$ cat src/rtl/core/assert_macros.svh
// Assertion macros for the top level of the 16-bit SPN cipher.
// No dependencies; each macro expects clk and rst_n in scope.
`ifndef ASSERT_MACROS_SVH
`define ASSERT_MACROS_SVH

// Condition that must hold at every clock edge outside reset.
`define ASSERT_ALWAYS(name, cond, msg) \
    name: assert property (@(posedge clk) disable iff (!rst_n) (cond)) \
        else $error(msg);

// Antecedent at one edge implies the consequent at the next edge.
`define ASSERT_NEXT(name, ante, cons, msg) \
    name: assert property (@(posedge clk) disable iff (!rst_n) (ante) |=> (cons)) \
        else $error(msg);

`endif

$ cat src/rtl/core/spn16_pkg.sv
// Package for the 16-bit SPN cipher: round key type, S-box tables,
// bit permutation and key schedule helpers. No dependencies.
`timescale 1ns / 1ps

package spn16_pkg;

    localparam int BlockWidth = 16;
    localparam int NumRoundKeys = 5;

    typedef logic [BlockWidth-1:0] block_t;
    typedef logic [NumRoundKeys-1:0][BlockWidth-1:0] rkeys_t;

    // Forward S-box.
    function automatic logic [3:0] sbox_fwd(input logic [3:0] x);
        logic [3:0] y;
        case (x)
            4'h0: y = 4'd6;
            4'h1: y = 4'd4;
            4'h2: y = 4'd12;
            4'h3: y = 4'd5;
            4'h4: y = 4'd0;
            4'h5: y = 4'd7;
            4'h6: y = 4'd2;
            4'h7: y = 4'd14;
            4'h8: y = 4'd1;
            4'h9: y = 4'd15;
            4'hA: y = 4'd3;
            4'hB: y = 4'd13;
            4'hC: y = 4'd8;
            4'hD: y = 4'd10;
            4'hE: y = 4'd9;
            default: y = 4'd11;
        endcase
        return y;
    endfunction

    // Inverse S-box.
    function automatic logic [3:0] sbox_inv(input logic [3:0] x);
        logic [3:0] y;
        case (x)
            4'h0: y = 4'd4;
            4'h1: y = 4'd8;
            4'h2: y = 4'd6;
            4'h3: y = 4'd10;
            4'h4: y = 4'd1;
            4'h5: y = 4'd3;
            4'h6: y = 4'd0;
            4'h7: y = 4'd5;
            4'h8: y = 4'd12;
            4'h9: y = 4'd14;
            4'hA: y = 4'd13;
            4'hB: y = 4'd15;
            4'hC: y = 4'd2;
            4'hD: y = 4'd11;
            4'hE: y = 4'd7;
            default: y = 4'd9;
        endcase
        return y;
    endfunction

    // The permutation transposes the block seen as a 4x4 bit matrix,
    // rows taken from the MSB down. It is its own inverse.
    function automatic block_t bit_perm(input block_t v);
        block_t r;
        r = '0;
        for (int a = 0; a < 4; a++) begin
            for (int b = 0; b < 4; b++) begin
                r[15 - (4 * b + a)] = v[15 - (4 * a + b)];
            end
        end
        return r;
    endfunction

    function automatic logic [7:0] rotl2_byte(input logic [7:0] b);
        return {b[5:0], b[7:6]};
    endfunction

    // Rotate both bytes, then interleave the nibbles as hiH, loH, hiL, loL.
    function automatic block_t next_key(input block_t k);
        logic [7:0] h;
        logic [7:0] l;
        h = rotl2_byte(k[15:8]);
        l = rotl2_byte(k[7:0]);
        return {h[7:4], l[7:4], h[3:0], l[3:0]};
    endfunction

    // The last derivation rotates both bytes and does not regroup.
    function automatic block_t last_key(input block_t k);
        return {rotl2_byte(k[15:8]), rotl2_byte(k[7:0])};
    endfunction

endpackage

$ cat src/rtl/core/spn16_key_sched.sv
// Key register and round key derivation for the 16-bit SPN cipher.
// Depends on spn16_pkg.
`timescale 1ns / 1ps

module spn16_key_sched (
    input  logic                  clk,
    input  logic                  rst_n,
    input  logic                  key_wr_en,
    input  spn16_pkg::block_t     key_wr_data,
    input  logic                  dec,
    output spn16_pkg::rkeys_t     rkeys
);
    import spn16_pkg::*;

    block_t cipher_key_reg;
    block_t cipher_key_next;
    block_t k4, k3, k2, k1, k0;

    always_comb
    begin
        cipher_key_next = key_wr_en ? key_wr_data : cipher_key_reg;
    end

    always_ff @(posedge clk or negedge rst_n)
    begin
        if (!rst_n)
        begin
            cipher_key_reg <= '0;
        end
        else
        begin
            cipher_key_reg <= cipher_key_next;
        end
    end

    // The key derivation is rotations and rewiring, so it costs no gates; only the dec selection needs muxes.
    always_comb
    begin
        k4 = cipher_key_reg;
        k3 = next_key(k4);
        k2 = next_key(k3);
        k1 = next_key(k2);
        k0 = last_key(k1);
        if (dec)
        begin
            // Decryption reverses the order and permutes the middle keys.
            rkeys[0] = k4;
            rkeys[1] = bit_perm(k3);
            rkeys[2] = bit_perm(k2);
            rkeys[3] = bit_perm(k1);
            rkeys[4] = k0;
        end
        else
        begin
            rkeys[0] = k0;
            rkeys[1] = k1;
            rkeys[2] = k2;
            rkeys[3] = k3;
            rkeys[4] = k4;
        end
    end

endmodule

$ cat src/rtl/core/spn16_sbox_layer.sv
// One key mixing and substitution layer: key XOR, then four 4-bit S-boxes.
// Depends on spn16_pkg.
`timescale 1ns / 1ps

module spn16_sbox_layer (
    input  spn16_pkg::block_t din,
    input  spn16_pkg::block_t rkey,
    input  logic              dec,
    output spn16_pkg::block_t dout
);
    import spn16_pkg::*;

    block_t mixed;

    always_comb
    begin
        mixed = din ^ rkey;
        for (int n = 0; n < 4; n++)
        begin
            dout[4*n +: 4] = dec ? sbox_inv(mixed[4*n +: 4]) : sbox_fwd(mixed[4*n +: 4]);
        end
    end

endmodule

$ cat src/rtl/core/spn16_datapath.sv
// Four-round SPN network between the input and result registers.
// Depends on spn16_pkg and spn16_sbox_layer.
`timescale 1ns / 1ps

module spn16_datapath (
    input  spn16_pkg::block_t din,
    input  logic              dec,
    input  spn16_pkg::rkeys_t rkeys,
    output spn16_pkg::block_t dout
);
    import spn16_pkg::*;

    block_t s0, s1, s2, s3;

    spn16_sbox_layer u_round0 (.din(din),          .rkey(rkeys[0]), .dec(dec), .dout(s0));
    spn16_sbox_layer u_round1 (.din(bit_perm(s0)), .rkey(rkeys[1]), .dec(dec), .dout(s1));
    spn16_sbox_layer u_round2 (.din(bit_perm(s1)), .rkey(rkeys[2]), .dec(dec), .dout(s2));
    // The fourth round has no permutation; a final whitening XOR follows.
    spn16_sbox_layer u_round3 (.din(bit_perm(s2)), .rkey(rkeys[3]), .dec(dec), .dout(s3));

    assign dout = s3 ^ rkeys[4];

endmodule

$ cat src/rtl/core/spn_block_cipher_16bit_top.sv
// Top level of the 16-bit, four-round SPN block cipher with stream ports.
// Depends on spn16_pkg, spn16_key_sched, spn16_datapath and assert_macros.svh.
//
//   Channel   Direction  Ports                       Contents
//   s_axis    in         tvalid/tready/tdata/tuser   block to encrypt or decrypt
//   m_axis    out        tvalid/tready/tdata         result block
//   key       in         key_wr_en/key_wr_data       16-bit master key write
//
// Each accepted block is held in the input register, then the whole cipher
// network is evaluated in a single pass and captured in the result register.
// One block per cycle is sustained while the output is not stalled.
// Reset clears both valid flags and loads an all-zero master key.
// When the output is stalled, the input register still fills, so one more
// block is taken while a result waits; ready falls only when both are full.
`timescale 1ns / 1ps

module spn_block_cipher_16bit_top (
    input  logic        clk,
    input  logic        rst_n,
    // Master key write; the key must only change while no block is in flight.
    input  logic        key_wr_en,
    input  logic [15:0] key_wr_data,
    // Input transaction.
    input  logic        s_axis_tvalid,
    output logic        s_axis_tready,
    input  logic [15:0] s_axis_tdata,   // [15:0] data_in
    input  logic        s_axis_tuser,   // [0] req_type: 0 encrypt, 1 decrypt
    // Output transaction.
    output logic        m_axis_tvalid,
    input  logic        m_axis_tready,
    output logic [15:0] m_axis_tdata    // [15:0] data_out
);
    import spn16_pkg::*;

    `include "assert_macros.svh"

    // Input register stage.
    logic   s1_valid_reg, s1_valid_next;
    logic   s1_dec_reg,   s1_dec_next;
    block_t s1_data_reg,  s1_data_next;

    // Result register stage.
    logic   s2_valid_reg, s2_valid_next;
    block_t s2_data_reg,  s2_data_next;

    logic   s2_ready;
    logic   s1_advance;
    logic   in_fire;
    rkeys_t rkeys;
    block_t net_out;

    // The result register can take a new value when it is empty or is
    // being drained in this cycle; the input register likewise.
    assign s2_ready      = !s2_valid_reg || m_axis_tready;
    assign s1_advance    = s1_valid_reg && s2_ready;
    assign s_axis_tready = !s1_valid_reg || s2_ready;
    assign in_fire       = s_axis_tvalid && s_axis_tready;

    spn16_key_sched u_key_sched (
        .clk         (clk),
        .rst_n       (rst_n),
        .key_wr_en   (key_wr_en),
        .key_wr_data (key_wr_data),
        .dec         (s1_dec_reg),
        .rkeys       (rkeys)
    );

    spn16_datapath u_datapath (
        .din   (s1_data_reg),
        .dec   (s1_dec_reg),
        .rkeys (rkeys),
        .dout  (net_out)
    );

    always_comb
    begin
        s1_valid_next = s1_valid_reg;
        s1_dec_next   = s1_dec_reg;
        s1_data_next  = s1_data_reg;
        if (in_fire)
        begin
            s1_valid_next = 1'b1;
            s1_dec_next   = s_axis_tuser;
            s1_data_next  = s_axis_tdata;
        end
        else if (s1_advance)
        begin
            s1_valid_next = 1'b0;
        end

        s2_valid_next = s2_valid_reg;
        s2_data_next  = s2_data_reg;
        if (s1_advance)
        begin
            s2_valid_next = 1'b1;
            s2_data_next  = net_out;
        end
        else if (m_axis_tready)
        begin
            s2_valid_next = 1'b0;
        end
    end

    always_ff @(posedge clk or negedge rst_n)
    begin
        if (!rst_n)
        begin
            s1_valid_reg <= 1'b0;
            s2_valid_reg <= 1'b0;
        end
        else
        begin
            s1_valid_reg <= s1_valid_next;
            s2_valid_reg <= s2_valid_next;
        end
    end

    // Payload registers carry no reset.
    always_ff @(posedge clk)
    begin
        s1_dec_reg  <= s1_dec_next;
        s1_data_reg <= s1_data_next;
        s2_data_reg <= s2_data_next;
    end

    assign m_axis_tvalid = s2_valid_reg;
    assign m_axis_tdata  = s2_data_reg;

    // An accepted transaction is always held in the input register next cycle.
    `ASSERT_NEXT(a_in_captured, in_fire, s1_valid_reg, "accepted block was dropped")

    // A block leaving the input register lands in the result register intact.
    `ASSERT_NEXT(a_result_loaded, s1_advance,
                 s2_valid_reg && (s2_data_reg == $past(net_out)), "result register not loaded")

    // A blocked input register keeps its block.
    `ASSERT_NEXT(a_s1_holds, s1_valid_reg && !s2_ready,
                 s1_valid_reg && $stable(s1_data_reg) && $stable(s1_dec_reg),
                 "stalled block was overwritten")

endmodule
$ cat config.mk
export PLATFORM = sky130hd
export DESIGN_NAME = spn_block_cipher_16bit_top
export DESIGN_NICKNAME = d
export VERILOG_FILES = /design/src/rtl/core/spn16_pkg.sv /design/src/rtl/core/spn16_key_sched.sv /design/src/rtl/core/spn16_sbox_layer.sv /design/src/rtl/core/spn16_datapath.sv /design/src/rtl/core/spn_block_cipher_16bit_top.sv
export VERILOG_INCLUDE_DIRS = /design/src /design/src/rtl/core
export SDC_FILE = /design/constraint.sdc
export NUM_CORES = 1
export LEC_CHECK = 0
export BUFFER_PORTS_ARGS = -buffer_cell sky130_fd_sc_hd__buf_2
export CAP_MARGIN = 20
export CORE_MARGIN = 2
export CORE_UTILIZATION = 60
export CTS_BUF_LIST = sky130_fd_sc_hd__clkbuf_4
export CTS_CLUSTER_DIAMETER = 30
export DETAILED_ROUTE_END_ITERATION = 6
export GPL_TIMING_DRIVEN = 1
export PLACE_DENSITY = 0.86
export SLEW_MARGIN = 20
export SYNTH_ARGS = -nofsm -noshare
export SYNTH_HDL_FRONTEND = slang
export SYNTH_SLANG_ARGS = --single-unit
export TNS_END_PERCENT = 30
$ cat constraint.sdc
create_clock -name clk -period 19.35 [get_ports clk]
set_input_delay 1.935 -clock clk [delete_from_list [all_inputs] [get_ports clk]]
set_output_delay 1.935 -clock clk [all_outputs]
set_load 0.02 [all_outputs]
## Yosys cells after proc, flatten, opt, wreduce, memory -nomap -nowiden

Memories as Yosys holds them, arrays and structs flattened.
Cells that the tools add are included.

- Output and inout bits: 18
- Memory bits (read-only): 2048
- Memories: 32
- Bits of input ports: 38
- Word-level logic and storage cells: 72
- Bits in registers: 51

- Reduce and logical (&&, ||, !) cells: 8
- Bitwise operators: 5
- Mux-type cells: 21

Memory list:

| name | depth | width | rd ports | clocked after memory_dff | wr ports | RTL line | RTL |
|---|---|---|---|---|---|---|---|
| (no name shown) | 16 | 4 | 1 | 0 | 0 | spn16_pkg.sv:40 | `case (x)` |
| (no name shown) | 16 | 4 | 1 | 0 | 0 | spn16_pkg.sv:16 | `case (x)` |
| (no name shown) | 16 | 4 | 1 | 0 | 0 | spn16_pkg.sv:40 |  |
| (no name shown) | 16 | 4 | 1 | 0 | 0 | spn16_pkg.sv:16 |  |
| (no name shown) | 16 | 4 | 1 | 0 | 0 | spn16_pkg.sv:40 |  |
| (no name shown) | 16 | 4 | 1 | 0 | 0 | spn16_pkg.sv:16 |  |
| +26 memories | -- | -- | -- | -- | -- | -- |  |

Operators with widths:

| kind | count |
|---|---|
| $xor A16 B16 Y16 | 5 |
| $mux W76 | 1 |
| $mux W4 | 16 |
| $mux W1 | 4 |
| $reduce_bool A2 Y1 | 2 |
| $logic_and A1 B1 Y1 | 2 |
| $logic_not A1 Y1 | 2 |
| $logic_or A1 B1 Y1 | 2 |

## Logic depth before layout (Yosys ltp)

An unclocked memory read counts as a cell.

- Depth after elaboration: 14
- Mapped depth: 33
- Mapped depth without buffers: 31

## Cells and area by module

A second synthesis with hierarchy kept.

- Cell total of the unflattened synthesis: 741
- Area, all modules: 7694.9 um2

By module, submodules not included:

| module | area each (um2) | cells an instance | instances | sequential area each (um2) |
|---|---|---|---|---|
| spn16_sbox_layer at u_datapath.u_round2 ... | 1199.9 | 141 | 2 | 0.0 |
| spn16_sbox_layer at u_datapath.u_round0 ... | 1166.1 | 141 | 2 | 0.0 |
| spn16_key_sched | 1727.9 | 120 | 1 | 400.4 |
| spn_block_cipher_16bit_top | 1094.8 | 41 | 1 | 1041.0 |
| spn16_datapath | 140.1 | 16 | 1 | 0.0 |

## Worst setup path before layout

Ideal clock, no wire load.

- Path type: register to register
- Start: register s1_dec_reg
- End: register s2_data_reg[1], in the netlist m_axis_tdata[1] (data pin)
- Clock period less this slack: 6280 ps
- Setup time: 259 ps
- Path buffers: 1
- Data required time: 19091 ps
- Data arrival time: 6021 ps
- Cell stages (with the launch flop): 31
- Path slack: 13070 ps
- Cell sequence: edfxtp_1 -> buf_6 -> mux2i_1 -> xnor2_1 -> inv_1 -> ha_1 -> mux4_1 -> mux2_2 -> a21oi_1 -> inv_1 -> ha_1 -> inv_1 -> mux2i_1 -> o311ai_0 -> a211oi_1 -> xnor2_1 -> inv_1 -> ha_1 -> mux2_2 -> o21ai_1 -> mux2i_1 -> nand2_1 -> inv_1 -> ha_1 -> nand2b_1 -> a211o_1 -> and4_1 -> nand3_1 -> o211ai_1 -> a21oi_1 -> xnor2_1

- Cells in the longest elaborated chain, start to end: 14
- Elaborated cells on any way between the ends: 41
- Classes of those cells: mux: 14; bitwise: 5; memory: 22

RTL lines:

| element | RTL line | RTL |
|---|---|---|
| from (decl) | spn_block_cipher_16bit_top.sv:39 | `logic s1_dec_reg, s1_dec_next;` |
| from (signal assigned) | spn_block_cipher_16bit_top.sv:121 | `s1_dec_reg <= s1_dec_next;` |
| $mux W76 | spn16_key_sched.sv:44 | `if (dec)` |
| $xor A16 B16 Y16 | spn16_sbox_layer.sv:17 | `mixed = din ^ rkey;` |
| $mem_v2 Z16 W4 (on tied branches) | -- |  |
| $mux W4 | spn16_sbox_layer.sv:20 | `dout[4*n +: 4] = dec ? sbox_inv(mixed[4*n +: 4]) : sbox_fwd(mixed[4*n +: 4]);` |
| $xor A16 B16 Y16 | spn16_sbox_layer.sv:17 |  |
| $mem_v2 Z16 W4 (on tied branches) | -- |  |
| $mux W4 | spn16_sbox_layer.sv:20 |  |
| $xor A16 B16 Y16 | spn16_sbox_layer.sv:17 |  |
| $mem_v2 Z16 W4 (on tied branches) | -- |  |
| $mux W4 | spn16_sbox_layer.sv:20 |  |
| $xor A16 B16 Y16 | spn16_sbox_layer.sv:17 |  |
| $mem_v2 Z16 W4 (on tied branches) | -- |  |
| $mux W4 (*) | spn16_sbox_layer.sv:20 |  |
| $xor A16 B16 Y16 (*) | spn16_datapath.sv:21 | `assign dout = s3 ^ rkeys[4];` |
| named net net_out[1] | spn_block_cipher_16bit_top.sv:50 | `block_t net_out;` |
| to (signal assigned) | spn_block_cipher_16bit_top.sv:123 | `s2_data_reg <= s2_data_next;` |
| to (decl) | spn_block_cipher_16bit_top.sv:44 | `block_t s2_data_reg, s2_data_next;` |

Mark *: on every way through the listed nets, which the timed path passes. The rest lies on a longest branch.
A chain may end at the register's enable or synchronous reset.

## Final worst setup path

Ends and elaborated chain as after synthesis.

==> run metrics <==
fin. max-slew vios=0; most used cell, CP=ha_1; Area Growth Syn to Fin=3.68%; Yosys top cell by area=ha_1; initial antenna violation count=1; syn avg cell area=about 8.5 µm²; pre-CTS WS=between 10000 and 15000 ps; Syn Nets=~1300; grt ovf=0; dpl hpwl=20.9 mm; final worst slack=between 10000 and 15000 ps; Async S/R FF share, synth=35.3%; Synth top area share=roughly an eighth; Post-CTS Resized=0; relative slew slack=25.6%; Final setup viols=0; vias per inst=~6.6; Num CTS Buffers=5; Die Width=131 µm; Worst-Skew Late Latency=430 ps; initial DRC count=roughly 1000; Worst EP required=between 15000 and 20000 ps; DRC viols=0; Die ar.=0.0171 mm²; crit share post-route=around two fifths; Total GRT Usage=32.5%; crit end category=flip-flop; Slew @ Worst Pin=1110 ps; vias in the first global route=approximately 8000; Core Area=~0.016 mm²; hold buffers post-CTS=0; #FFs+latches synth=51; Period minus WS final=a little over 8000 ps; critical path arrival=8280 ps; Reg-to-Reg Start=s1_dec_reg; worst min-delay path startpoint=s1_valid_reg; Synth Instances=1140; startpoint type of the worst setup path=flip-flop; Post-Route WL=~28 mm; crit path max-delay cell type=o32ai_1; Tot Pwr=between 1000 and 1500 µW; CP endpoint=m_axis_tdata[1]; clock buffer depth=2; clk slew on worst S/H paths=about 180 ps; fin area=approximately 0.010 mm²; leakage power=0.00410 µW; largest net degree at the start of global routing=156; crit path max fanout=around 160; I/O Buffers=55; row count=46; Synth Cell Area=between 0.009 and 0.01 mm²; fmax=between 100 and 150 MHz; Post-DP Area=a little under 0.01 mm²; count of cell types in the netlist=98; max incr delay on CP=950 ps; Antenna Nets Post-Route=0; synth top area cells=ha_1 13%, edfxtp_1 10%, mux2i_1 6.9%; Total Nets Final=1283; setup skew after layout=31.2 ps; Util after Layout=~63%; reg2reg setup slack=11260 ps; Clock Root Buffer=clkbuf_4; drt wl/cell=20.3 µm; Die H=between 100 and 150 µm; clk sinks=51; Worst setup startpoint=s1_dec_reg; GPL Wtd Cong=approximately 1; number of synthesized flops with an enable pin=33; status=finished, final reports clean; setup_tns=0 ps; Ys Warns=0; predominant post-synthesis flop cell=edfxtp_1; first-pass GRT wire length=approximately 43 mm; starting density of the core=61.0%; Via Count=around 8900; max_cap viols=0; P per Cell Area=147 mW/mm²; Reg2Reg Depth=27; Final Hold Fails=0; sequential element share of the synthesized area=14.9%; WS Path Type=flip-flop to flip-flop; CTS tree=yes; Max IR drop VDD=around 0.071 mV; unrepaired setup endpoints after global routing=no; first-pass iteration count of the detailed router=6; post-CTS setup buffer count=0; number of H-tree levels=2; Min-Delay Path Class=flip-flop to flip-flop; layout cell share with drive strength beyond 1=about 15%; I/O pins=56; reg2reg end=m_axis_tdata[1]
## layout by cell type (no fill, tap or decap), types with 8 or more instances in the layout
cell / netlist / routed
o211ai_1: 22 / 22
o22ai_1: 9 / 9
a211oi_1: 25 / 25
nand2b_1: 13 / 13
nand3_1: 35 / 35
buf_2: 27 / 55
nor2_1: 66 / 66
a31oi_1: 16 / 16
or3_1: 14 / 14
o21ai_1: 14 / 14
edfxtp_1: 33 / 33
xor2_1: 29 / 29
o21ai_0: 46 / 46
mux4_2: 12 / 12
a211o_1: 8 / 8
nor3_1: 34 / 34
a21o_1: 9 / 9
a21oi_1: 53 / 53
dfrtp_1: 18 / 18
inv_1: 66 / 65
nand4_1: 10 / 10
o21a_1: 8 / 8
and2_1: 11 / 11
xnor2_1: 65 / 65
nand2_1: 63 / 63
and3_1: 12 / 12
nor2b_1: 10 / 10
mux2i_1: 67 / 67
mux2_2: 27 / 27
ha_1: 102 / 102
xnor2_2: 8 / 8
a311oi_1: 8 / 8
## report_power, final
part           internal [µW]  switching [µW]
Clock                   15.3            41.5
Sequential               158            22.3
Combinational            501             733
## metrics by stage
step / cells / hold WS (ps)
after detailed placement: 1352 / 481
final: 1361 / 506
after floorplan: 1140 / 449
after global routing: 1361 / 555
after CTS: 1360 / 514
after global placement: 1352 / 465
## synthesized netlist by cell type, types with 8 or more instances
cell and count:
a211o_1 8, a211oi_1 25, a21o_1 9, a21oi_1 53, a311oi_1 8, a31oi_1 16, and2_1 11, and3_1 12
buf_2 27, buf_4 10, clkbuf_1 22, dfrtp_1 18, edfxtp_1 33, ha_1 102, inv_1 66, mux2_2 27
mux2i_1 67, mux4_2 12, nand2_1 63, nand2b_1 13, nand3_1 35, nand4_1 10, nor2_1 66, nor2b_1 10
nor3_1 34, o211ai_1 22, o21a_1 8, o21ai_0 46, o21ai_1 14, o22ai_1 9, or3_1 14, xnor2_1 65
xnor2_2 8, xor2_1 29
## layout make-up
type	count	area, µm²
Antenna cell	1	2.50
Clock buffer	5	37.5
Clock inverter	3	27.5
Fill cell	1345	5820
Inverter	75	282
Multi-Input combinational cell	947	7600
Sequential cell	51	1440
Tap cell	216	270
Timing Repair Buffer	63	348
## worst min-delay path by stage
| stage | end | slack (ps) | cells past startpoint |
|---|---|---|---|
| 2_1_floorplan | m_axis_tvalid | 450 | 1 |
| 3_3_place_gp | m_axis_tvalid | 470 | 1 |
| 3_5_place_dp | m_axis_tvalid | 480 | 1 |
| 4_1_cts | m_axis_tvalid | 510 | 1 |
| 5_1_grt | m_axis_tvalid | 550 | 1 |
| 6_report | m_axis_tvalid | 510 | 1 |
## kinds of logic (layout without fill, tap and decap cells)
logic type,count (synthesis),count (layout),synth area share (%)
AO/OA/AOI/OAI,311,311,23.2
AND/OR/NAND/NOR,304,304,16.1
buffers and inverters,142,146,6.42
multiplexers,114,114,14.4
adder cells (fa/ha/maj),111,111,14.2
XOR/XNOR,107,107,10.7
flip-flops,51,51,14.9
other,0,1,0
## critical path: cells and delay by family (launching register included)
kind                       cells  cell delay [ps]
and+or+nand+nor                4              420
DFF                            1              410
adders and majority gates      4             1070
xor gates and xnor gates       3              760
AOI/OAI and AO/OA              8             2590
buffers and inverters          4             1050
muxes                          4             1380
## metal layers
metal	part of all wire [%]	vias to the layer above	wire length, µm	GRT usage (%)
li1	-	4223	-	-
met1	41	4157	11400	43.7
met2	45	475	12300	51.7
met3	9.1	92	2500	5.17
met4	5.1	0	1390	14.6
met5	0	-	0	0
(Power assumes the default switching activity.)
